==> src/rtl/core/ible_pkg.sv <==
// shared types and constants for the indexed byte list engine
// request codes, status codes, controller states and the control/status bundles
// no dependencies
package ible_pkg;

    // request codes carried on the input tuser
    typedef enum logic [2:0] {
        REQ_INSERT  = 3'd0,
        REQ_DELETE  = 3'd1,
        REQ_READ    = 3'd2,
        REQ_REVERSE = 3'd3,
        REQ_CLEAR   = 3'd4
    } t_req;

    // result status codes
    typedef enum logic [1:0] {
        ST_OK    = 2'd0,
        ST_RANGE = 2'd1,
        ST_FULL  = 2'd2
    } t_status;

    // controller states
    typedef enum logic [1:0] {
        S_IDLE,
        S_EXEC,
        S_REV_SHIFT,
        S_FINISH
    } t_state;

    // commands from controller to datapath
    typedef struct packed {
        logic load;    // capture the incoming request word
        logic exec;    // insert, delete, read or clear on the cell row
        logic mirror;  // flip the whole cell row end for end
        logic shift;   // move every cell one place toward the head
        logic finish;  // build the result word into the output register
    } t_cmd;

    // status from datapath to controller
    typedef struct packed {
        t_req req;         // request held for this word
        logic multi;       // list holds two or more entries
        logic steps_zero;  // alignment shifts after a mirror are done
        logic out_free;    // output register can take a result this cycle
    } t_stat;

    // widths of the fixed payload fields
    localparam int unsigned PosW = 8;
    localparam int unsigned ValW = 8;

endpackage

==> src/rtl/core/ible_datapath.sv <==
// datapath of the indexed byte list engine: row of byte cells, count, output register
// cells move in parallel: those from the position up on insert and delete, every cell on mirror and shift
// depends on ible_pkg
module ible_datapath #(
    parameter int DEPTH = 16,
    localparam int CW = $clog2(DEPTH + 1),
    localparam int IW = $clog2(DEPTH)
) (
    input  logic                         i_clk,
    input  logic                         i_rst_n,
    input  ible_pkg::t_cmd               i_cmd,
    output ible_pkg::t_stat              o_stat,
    input  logic [2:0]                   i_req_type,
    input  logic [ible_pkg::PosW-1:0]    i_position,
    input  logic [ible_pkg::ValW-1:0]    i_item_value,
    output logic                         o_valid,
    input  logic                         i_ready,
    output logic [7:0]                   o_read_data,
    output logic [1:0]                   o_status,
    output logic [CW-1:0]                o_count,
    output logic [7:0]                   o_first_value,
    output logic [7:0]                   o_last_value,
    output logic                         o_is_empty
);

    // captured request
    ible_pkg::t_req            r_req;
    logic [ible_pkg::PosW-1:0] r_pos;
    logic [ible_pkg::ValW-1:0] r_val;

    // list storage and bookkeeping
    logic [7:0]        r_cells [DEPTH];
    logic [7:0]        n_cells [DEPTH];
    logic [CW-1:0]     r_count;
    logic [CW-1:0]     n_count;
    logic [CW-1:0]     r_steps;
    logic [7:0]        r_rd;
    ible_pkg::t_status r_status;

    // output register
    logic              r_o_valid;
    logic [7:0]        r_o_rd;
    logic [1:0]        r_o_status;
    logic [CW-1:0]     r_o_count;
    logic [7:0]        r_o_first;
    logic [7:0]        r_o_last;
    logic              r_o_empty;

    logic [7:0]    pos_mag;
    logic [7:0]    count_ext;
    logic          ins_ok;
    logic          acc_ok;
    logic          full;
    logic          do_ins;
    logic          do_del;
    logic [CW-1:0] tail_idx;
    logic [IW-1:0] rd_addr;
    logic [7:0]    rd_word;

    // position checks against the current length
    assign pos_mag   = {1'b0, r_pos[6:0]};
    assign count_ext = {{(8 - CW){1'b0}}, r_count};
    assign ins_ok    = !r_pos[7] && (pos_mag <= count_ext);
    assign acc_ok    = !r_pos[7] && (pos_mag < count_ext);
    assign full      = (r_count == CW'(DEPTH));
    assign do_ins    = i_cmd.exec && (r_req == ible_pkg::REQ_INSERT) && ins_ok && !full;
    assign do_del    = i_cmd.exec && (r_req == ible_pkg::REQ_DELETE) && acc_ok;

    // single read port: request position during exec, tail during finish
    assign tail_idx = r_count - CW'(1);
    assign rd_addr  = i_cmd.finish ? tail_idx[IW-1:0] : r_pos[IW-1:0];
    assign rd_word  = r_cells[rd_addr];

    // next value of every cell
    always_comb begin
        n_cells = r_cells;
        for (int k = 0; k < DEPTH; k++) begin
            if (do_ins) begin
                if (8'(k) > pos_mag) begin
                    n_cells[k] = r_cells[(k == 0) ? 0 : k - 1];
                end else if (8'(k) == pos_mag) begin
                    n_cells[k] = r_val;
                end
            end else if (do_del) begin
                if (8'(k) >= pos_mag) begin
                    n_cells[k] = r_cells[(k < DEPTH - 1) ? k + 1 : k];
                end
            end else if (i_cmd.mirror) begin
                n_cells[k] = r_cells[DEPTH - 1 - k];
            end else if (i_cmd.shift) begin
                n_cells[k] = r_cells[(k < DEPTH - 1) ? k + 1 : k];
            end
        end
    end

    // next length
    always_comb begin
        n_count = r_count;
        if (do_ins) begin
            n_count = r_count + CW'(1);
        end else if (do_del) begin
            n_count = r_count - CW'(1);
        end else if (i_cmd.exec && (r_req == ible_pkg::REQ_CLEAR)) begin
            n_count = '0;
        end
    end

    // cell row, no reset
    always_ff @(posedge i_clk) begin
        r_cells <= n_cells;
    end

    // request capture and per-request result fields
    always_ff @(posedge i_clk) begin
        if (i_cmd.load) begin
            r_req <= ible_pkg::t_req'(i_req_type);
            r_pos <= i_position;
            r_val <= i_item_value;
        end
        if (i_cmd.exec) begin
            r_rd     <= 8'd0;
            r_status <= ible_pkg::ST_OK;
            case (r_req)
                ible_pkg::REQ_INSERT: begin
                    if (!ins_ok) begin
                        r_status <= ible_pkg::ST_RANGE;
                    end else if (full) begin
                        r_status <= ible_pkg::ST_FULL;
                    end
                end
                ible_pkg::REQ_DELETE: begin
                    if (!acc_ok) begin
                        r_status <= ible_pkg::ST_RANGE;
                    end
                end
                ible_pkg::REQ_READ: begin
                    if (!acc_ok) begin
                        r_status <= ible_pkg::ST_RANGE;
                    end else begin
                        r_rd <= rd_word;
                    end
                end
                default: begin
                end
            endcase
        end else if (i_cmd.mirror) begin
            r_rd     <= 8'd0;
            r_status <= ible_pkg::ST_OK;
        end
    end

    // length and alignment step counter
    always_ff @(posedge i_clk) begin
        if (!i_rst_n) begin
            r_count <= '0;
            r_steps <= '0;
        end else begin
            r_count <= n_count;
            if (i_cmd.mirror) begin
                r_steps <= CW'(DEPTH) - r_count;
            end else if (i_cmd.shift) begin
                r_steps <= r_steps - CW'(1);
            end
        end
    end

    // output valid flag
    always_ff @(posedge i_clk) begin
        if (!i_rst_n) begin
            r_o_valid <= 1'b0;
        end else if (i_cmd.finish) begin
            r_o_valid <= 1'b1;
        end else if (i_ready) begin
            r_o_valid <= 1'b0;
        end
    end

    // output payload
    always_ff @(posedge i_clk) begin
        if (i_cmd.finish) begin
            r_o_rd     <= r_rd;
            r_o_status <= r_status;
            r_o_count  <= r_count;
            r_o_first  <= (r_count != '0) ? r_cells[0] : 8'd0;
            r_o_last   <= (r_count != '0) ? rd_word : 8'd0;
            r_o_empty  <= (r_count == '0);
        end
    end

    // status toward the controller
    assign o_stat.req        = r_req;
    assign o_stat.multi      = (r_count > CW'(1));
    assign o_stat.steps_zero = (r_steps == '0);
    assign o_stat.out_free   = !r_o_valid || i_ready;

    assign o_valid       = r_o_valid;
    assign o_read_data   = r_o_rd;
    assign o_status      = r_o_status;
    assign o_count       = r_o_count;
    assign o_first_value = r_o_first;
    assign o_last_value  = r_o_last;
    assign o_is_empty    = r_o_empty;

endmodule

==> src/rtl/core/ible_ctrl.sv <==
// controller of the indexed byte list engine
// sequences accept, execute, reverse alignment and result hand-off
// depends on ible_pkg
module ible_ctrl (
    input  logic            i_clk,
    input  logic            i_rst_n,
    input  logic            i_valid,
    output logic            o_ready,
    input  ible_pkg::t_stat i_stat,
    output ible_pkg::t_cmd  o_cmd
);

    ible_pkg::t_state r_state;
    ible_pkg::t_state n_state;

    // state register
    always_ff @(posedge i_clk) begin
        if (!i_rst_n) begin
            r_state <= ible_pkg::S_IDLE;
        end else begin
            r_state <= n_state;
        end
    end

    // next state and commands
    always_comb begin
        n_state = r_state;
        o_cmd   = '0;
        o_ready = 1'b0;
        case (r_state)
            ible_pkg::S_IDLE: begin
                o_ready = 1'b1;
                if (i_valid) begin
                    o_cmd.load = 1'b1;
                    n_state    = ible_pkg::S_EXEC;
                end
            end
            ible_pkg::S_EXEC: begin
                if ((i_stat.req == ible_pkg::REQ_REVERSE) && i_stat.multi) begin
                    o_cmd.mirror = 1'b1;
                    n_state      = ible_pkg::S_REV_SHIFT;
                end else begin
                    o_cmd.exec = 1'b1;
                    n_state    = ible_pkg::S_FINISH;
                end
            end
            ible_pkg::S_REV_SHIFT: begin
                // slide the mirrored entries back down to the head
                if (i_stat.steps_zero) begin
                    n_state = ible_pkg::S_FINISH;
                end else begin
                    o_cmd.shift = 1'b1;
                end
            end
            ible_pkg::S_FINISH: begin
                if (i_stat.out_free) begin
                    o_cmd.finish = 1'b1;
                    n_state      = ible_pkg::S_IDLE;
                end
            end
            default: begin
                n_state = ible_pkg::S_IDLE;
            end
        endcase
    end

endmodule

==> src/rtl/core/indexed_byte_list_engine.sv <==
// top level of the indexed byte list engine: stream ports, controller and datapath
// depends on ible_pkg, ible_ctrl, ible_datapath
//
// usage
//   input stream: one request word per handshake; tuser carries the request code
//   (insert, delete, read, reverse, clear), tdata the position and the byte to insert
//   output stream: one result word per request with read byte, status, length,
//   head byte, tail byte and empty flag
//   sequence: the result is registered after the execute and finish steps for insert,
//   delete, read, clear and unused codes; a reverse of two or more entries also runs
//   the one-place-per-cycle shift of the cell row that follows the mirror, until the
//   entries are back at the head
//   a request passes the idle, execute and finish steps, a reverse also the shift step
//   s_axis_tready is high only while the controller is idle; a new request is
//   taken while the previous result still waits in the output register
//   a stalled receiver holds the result; the next request then waits in the
//   finish step until the output register is taken
//   reset (synchronous, active low) empties the list and drops any pending result;
//   cell contents are not cleared
module indexed_byte_list_engine #(
    parameter int DEPTH = 16,
    localparam int CW  = $clog2(DEPTH + 1),
    localparam int OTW = ((27 + CW + 7) / 8) * 8
) (
    input  logic           i_clk,
    input  logic           i_rst_n,
    input  logic           i_s_axis_tvalid,
    output logic           o_s_axis_tready,
    input  logic [15:0]    i_s_axis_tdata,   // position[7:0], item_value[15:8]
    input  logic [2:0]     i_s_axis_tuser,   // req_type[2:0]
    output logic           o_m_axis_tvalid,
    input  logic           i_m_axis_tready,
    output logic [OTW-1:0] o_m_axis_tdata    // read_data, status, count, first_value,
                                             // last_value, is_empty, zero fill
);

    ible_pkg::t_cmd  cmd;
    ible_pkg::t_stat stat;

    logic [7:0]    read_data;
    logic [1:0]    status;
    logic [CW-1:0] count;
    logic [7:0]    first_value;
    logic [7:0]    last_value;
    logic          is_empty;

    // request sequencer
    ible_ctrl u_ctrl (
        .i_clk   (i_clk),
        .i_rst_n (i_rst_n),
        .i_valid (i_s_axis_tvalid),
        .o_ready (o_s_axis_tready),
        .i_stat  (stat),
        .o_cmd   (cmd)
    );

    // cell row and result register
    ible_datapath #(
        .DEPTH (DEPTH)
    ) u_datapath (
        .i_clk         (i_clk),
        .i_rst_n       (i_rst_n),
        .i_cmd         (cmd),
        .o_stat        (stat),
        .i_req_type    (i_s_axis_tuser),
        .i_position    (i_s_axis_tdata[7:0]),
        .i_item_value  (i_s_axis_tdata[15:8]),
        .o_valid       (o_m_axis_tvalid),
        .i_ready       (i_m_axis_tready),
        .o_read_data   (read_data),
        .o_status      (status),
        .o_count       (count),
        .o_first_value (first_value),
        .o_last_value  (last_value),
        .o_is_empty    (is_empty)
    );

    // pack the result word, first field lowest
    assign o_m_axis_tdata = OTW'({is_empty, last_value, first_value, count, status,
                                  read_data});

endmodule

==> config.mk <==
export PLATFORM = sky130hd
export DESIGN_NAME = indexed_byte_list_engine
export DESIGN_NICKNAME = d
export VERILOG_FILES = /design/src/rtl/core/ible_pkg.sv /design/src/rtl/core/ible_datapath.sv /design/src/rtl/core/ible_ctrl.sv /design/src/rtl/core/indexed_byte_list_engine.sv
export SDC_FILE = /design/constraint.sdc
export NUM_CORES = 1
export LEC_CHECK = 0
export ABC_AREA = 1
export BUFFER_PORTS_ARGS = -buffer_cell sky130_fd_sc_hd__buf_2
export CORE_ASPECT_RATIO = 1.5
export CORE_MARGIN = 2
export CORE_UTILIZATION = 43
export DETAILED_ROUTE_END_ITERATION = 8
export GPL_TIMING_DRIVEN = 0
export RECOVER_POWER = 25
export SYNTH_ARGS = -nofsm -noshare
export SYNTH_HDL_FRONTEND = slang
export SYNTH_SLANG_ARGS = --single-unit
==> constraint.sdc <==
create_clock -name i_clk -period 4.8 [get_ports i_clk]
set_input_delay 0.96 -clock i_clk [delete_from_list [all_inputs] [get_ports i_clk]]
set_output_delay 0.96 -clock i_clk [all_outputs]
set_load 0.05 [all_outputs]
==> impl_results.rst <==
.. list-table::
   :header-rows: 1

   * - Metric
     - Value
   * - Clock buffers created by TritonCTS
     - 22
   * - Wire length per cell
     - 26.9 um
   * - Cell breakdown of the critical path
     - clkbuf_1 > inv_1 > ha_1 > a21oi_1 > o21ai_0 > nand2_1 > nand3b_1 > nand2_1 > nor2_4 > buf_4 > a21oi_1
   * - Kind of cell adding the most delay to the critical path
     - simple AND/OR/NAND/NOR gates
   * - Kind of start point of the critical path
     - register
   * - Lkg Pwr
     - 5.73 nW
   * - Wire length of the first global-routing pass
     - 79.7 mm
   * - MaxCap Viol Count
     - 0
   * - Synthesized flop and latch total
     - 202
   * - Path depth of the worst reg2reg path
     - 11
   * - Worst endpoint data arrival time
     - 4.03 ns
   * - Max stage delay on crit path
     - 0.83 ns
   * - Worst hold path stage count
     - 0
   * - Row Count
     - 76
   * - Post-Syn Area
     - 12,600 sq um
   * - Most area-consuming cells after synthesis
     - sky130_fd_sc_hd__edfxtp_1 (45%), sky130_fd_sc_hd__nand2_1 (12%), sky130_fd_sc_hd__o21ai_0 (7.2%)
   * - RSZ-0062 raised after global routing
     - false
   * - Area of the core
     - 28,700 sq um
   * - Initial antenna violation count
     - 2
   * - Syn_nets
     - 1,608
   * - Path type of the worst setup path
     - reg -> reg
   * - Largest net degree at the start of global routing
     - 35
   * - Count of yosys warnings during synthesis
     - 0
   * - Number of buffers and inverters on the critical path
     - 3
   * - Remaining antenna violation count after routing
     - 0
   * - Final Hold Vio Count
     - 0
   * - Number of distinct standard cells referenced by the synthesized netlist
     - 39
   * - Ratio of cells with drive above 1 in the final layout
     - 10.1%
   * - Hold Path End
     - u_datapath.o_read_data[4]
   * - Resize count post-CTS
     - 0
   * - Die footprint
     - 30,700 sq um
   * - Area share of the largest cell type after synthesis
     - 45.1%
   * - CTS tree
     - built
   * - Detailed-route DRC error count
     - 0
   * - Outcome
     - complete, no violations
   * - Number of nets at the end of the flow
     - 1,688
   * - Root buffer selected by CTS
     - sky130_fd_sc_hd__clkbuf_16
   * - Commonest cells in the synthesized netlist
     - sky130_fd_sc_hd__nand2_1 (391), sky130_fd_sc_hd__edfxtp_1 (189), sky130_fd_sc_hd__o21ai_0 (180)
   * - Final min period
     - 3.87 ns
   * - Total power
     - 0.00640 W
   * - Number of ports placed on the die boundary
     - 57
   * - Cell taking the most area after synthesis
     - sky130_fd_sc_hd__edfxtp_1
   * - Layout Cells excl Fill
     - 2,050
   * - Number of levels the H-tree was split into
     - 1
   * - P_sw
     - 0.00268 W
   * - Most common cell in the netlist
     - sky130_fd_sc_hd__nand2_1
   * - Post-synthesis cell count
     - 1,568
   * - Launch point of the worst reg-to-reg path
     - u_datapath.r_count[2]
   * - Clock Pin Slew Worst Setup and Hold Paths
     - 0.06 ns
   * - Vertical die dimension
     - 213 um
   * - Critical path data required time
     - 4.96 ns
   * - Clock power frac
     - 25.9%
   * - Initial Util
     - 43.8%
   * - Die Span X
     - 144 um
   * - Slowest stage cell on the critical path
     - sky130_fd_sc_hd__a21oi_1
   * - Setup total negative slack
     - 0 ns
   * - Total power per unit cell area
     - 458 nW/um^2
   * - Fin crit share
     - 80.7%
   * - Highest Clock Rate
     - 258 MHz
   * - Synth async-reset ratio
     - 0%
   * - Dominant register cell in the synthesized netlist
     - sky130_fd_sc_hd__edfxtp_1
   * - Power share of the sequential group
     - 38.1%
   * - Share of total power in combinational logic
     - 36.0%
   * - Internal
     - 0.00372 W
   * - Switch share
     - 41.8%
   * - Endpoint of the worst-slack reg-to-reg timing path
     - u_datapath.r_cells[76]
   * - Number of pins with negative max-slew slack in the final report
     - 0
   * - Port bufs
     - 56
   * - Area growth from synthesis to final layout
     - 11.2%
   * - Slew of the pin with the lowest slew margin
     - 1.33 ns
   * - Number of iterations in the first detailed-routing pass
     - 8
   * - Buffers from clock root to sink, at most
     - 3
   * - Hold WC Path Type
     - reg -> reg
   * - Number of enable-type register cells in the synthesized netlist
     - 189
   * - Post-detailed-placement half-perimeter wirelength
     - 41.3 mm
   * - Number of global-route vias before repair
     - 12,300
   * - GPL Wtd Cong
     - 1.04
   * - Share of the core filled with cells in the final layout
     - 48.7%
   * - Highest ir drop seen on vdd
     - 0.000341 V
   * - Vias
     - 12,600
   * - Number of failing setup endpoints in the final timing report
     - 0
   * - Worst hold path startpoint
     - u_datapath.r_rd[4]
   * - Clock net sink count
     - 202
   * - Skew final
     - 0.0132 ns
   * - Clock insertion delay at the later pin of the skew report
     - 0.54 ns
   * - Sum of overflow across all layers after global routing
     - 0
   * - Flop-to-flop setup slack
     - 0.93 ns
   * - Global routing usage summed across all routing layers
     - 36.2%
   * - Worst-case headroom to the max-slew limit
     - 10.4%
   * - Maximum fanout along the worst path
     - 10
   * - Proportion of synthesized chip area in sequential cells
     - 47.2%
   * - Type of destination of the critical path
     - register
   * - Average via count per standard cell
     - 6.13
   * - CTS hold repair buffers
     - 0
   * - Number of design-rule violations left by the first detailed-router iteration
     - 1,500
   * - Post-CTS Setup Inserts
     - 0
   * - Final wirelength
     - 55.1 mm
   * - Post-synthesis average cell area
     - 8.02 sq um
   * - Placed Cells incl. Taps
     - 2,014
## worst max path at each step
stage               slack [ns]                    endpoint                   from  depth (start not counted)
global placement          1.12      u_datapath.r_cells[69]  u_datapath.r_count[2]                         11
CTS                       1.14      u_datapath.r_cells[68]  u_datapath.r_count[2]                         11
finish                    0.93      u_datapath.r_cells[76]  u_datapath.r_count[2]                         11
detailed placement        1.16      u_datapath.r_cells[69]  u_datapath.r_count[2]                         11
global route              0.73      u_datapath.r_cells[70]  u_datapath.r_count[2]                         11
floorplan                 2.10  u_datapath.o_last_value[6]        i_m_axis_tready                         10
## cells by family (layout without fill, tap and decap cells)
kind of cell             Yosys count  after routing  synth area share [%]
adder cells (fa/ha/maj)           17             17                  1.69
AND/OR/NAND/NOR                  629            629                  21.5
XOR/XNOR                           7              7                 0.487
other                              0              1                     0
flip-flops                       202            202                  47.2
AO/OA/AOI/OAI                    425            425                  19.3
buffers and inverters            288            379                  9.87
## cells in the final DEF (no fill, tap or decap), types with 23 or more instances in the layout
| cell | netlist | layout |
|---|---|---|
| sky130_fd_sc_hd__nand2_1 | 391 | 393 |
| sky130_fd_sc_hd__edfxtp_1 | 189 | 189 |
| sky130_fd_sc_hd__o21ai_0 | 180 | 180 |
| sky130_fd_sc_hd__inv_1 | 169 | 171 |
| sky130_fd_sc_hd__nand3_1 | 168 | 168 |
| sky130_fd_sc_hd__o211ai_1 | 108 | 108 |
| sky130_fd_sc_hd__o21ai_1 | 88 | 88 |
| sky130_fd_sc_hd__buf_2 | 36 | 86 |
| sky130_fd_sc_hd__clkbuf_1 | 49 | 60 |
| sky130_fd_sc_hd__a21oi_1 | 39 | 39 |
| sky130_fd_sc_hd__nor2_1 | 36 | 36 |
| sky130_fd_sc_hd__clkbuf_16 | 0 | 23 |
## power by group through the flow
stage / sequential [W] / clock (W) / combinational [W]
2_1_floorplan: 0.00251 / 0 / 0.00131
3_3_place_gp: 0.00246 / 0 / 0.00219
3_5_place_dp: 0.00247 / 0 / 0.00221
4_1_cts: 0.00243 / 0.00166 / 0.00222
5_1_grt: 0.00246 / 0.00171 / 0.00246
6_report: 0.00244 / 0.00166 / 0.00230
## sequential cells by signal (all words and copies together) (netlist names), 3 cells and up
register / flops
u_datapath.r_val: 8
u_datapath.r_steps: 5
u_datapath.r_cells: 128
u_datapath.r_rd: 8
u_datapath.o_count: 5
u_datapath.r_pos: 8
u_datapath.o_read_data: 8
u_datapath.o_last_value: 8
u_datapath.o_first_value: 8
u_datapath.r_count: 5
u_datapath.r_req: 3
## per-stage QoR
| step | instance area [sq um] | hold slack (ns) | setup slack (ns) |
|---|---|---|---|
| after CTS | 14000 | 0.417 | 1.14 |
| after global placement | 13300 | 0.405 | 1.12 |
| final | 14000 | 0.421 | 0.928 |
| after detailed placement | 13300 | 0.405 | 1.16 |
| after global routing | 14000 | 0.437 | 0.727 |
| after floorplan | 12600 | 0.400 | 2.10 |
## routing by layer
metal,wire length (um),vias to the layer above,global-route usage [%]
li1,-,5551,-
met1,19100,5850,41.6
met2,25200,875,58.9
met3,4940,286,6.21
met4,5870,2,29.7
met5,8,-,0
## layout make-up
cell class	instances	area, sq um
fillers	2899	14700
flip-flops and latches	202	5940
multi-input cells	1078	5390
inverters	180	677
clock buffers	28	594
plain buffers	108	563
well taps	390	488
repair buffers	56	274
clock inverters	7	60.1
diodes	1	2.50
Note: power is estimated with default switching activity, not from simulation.
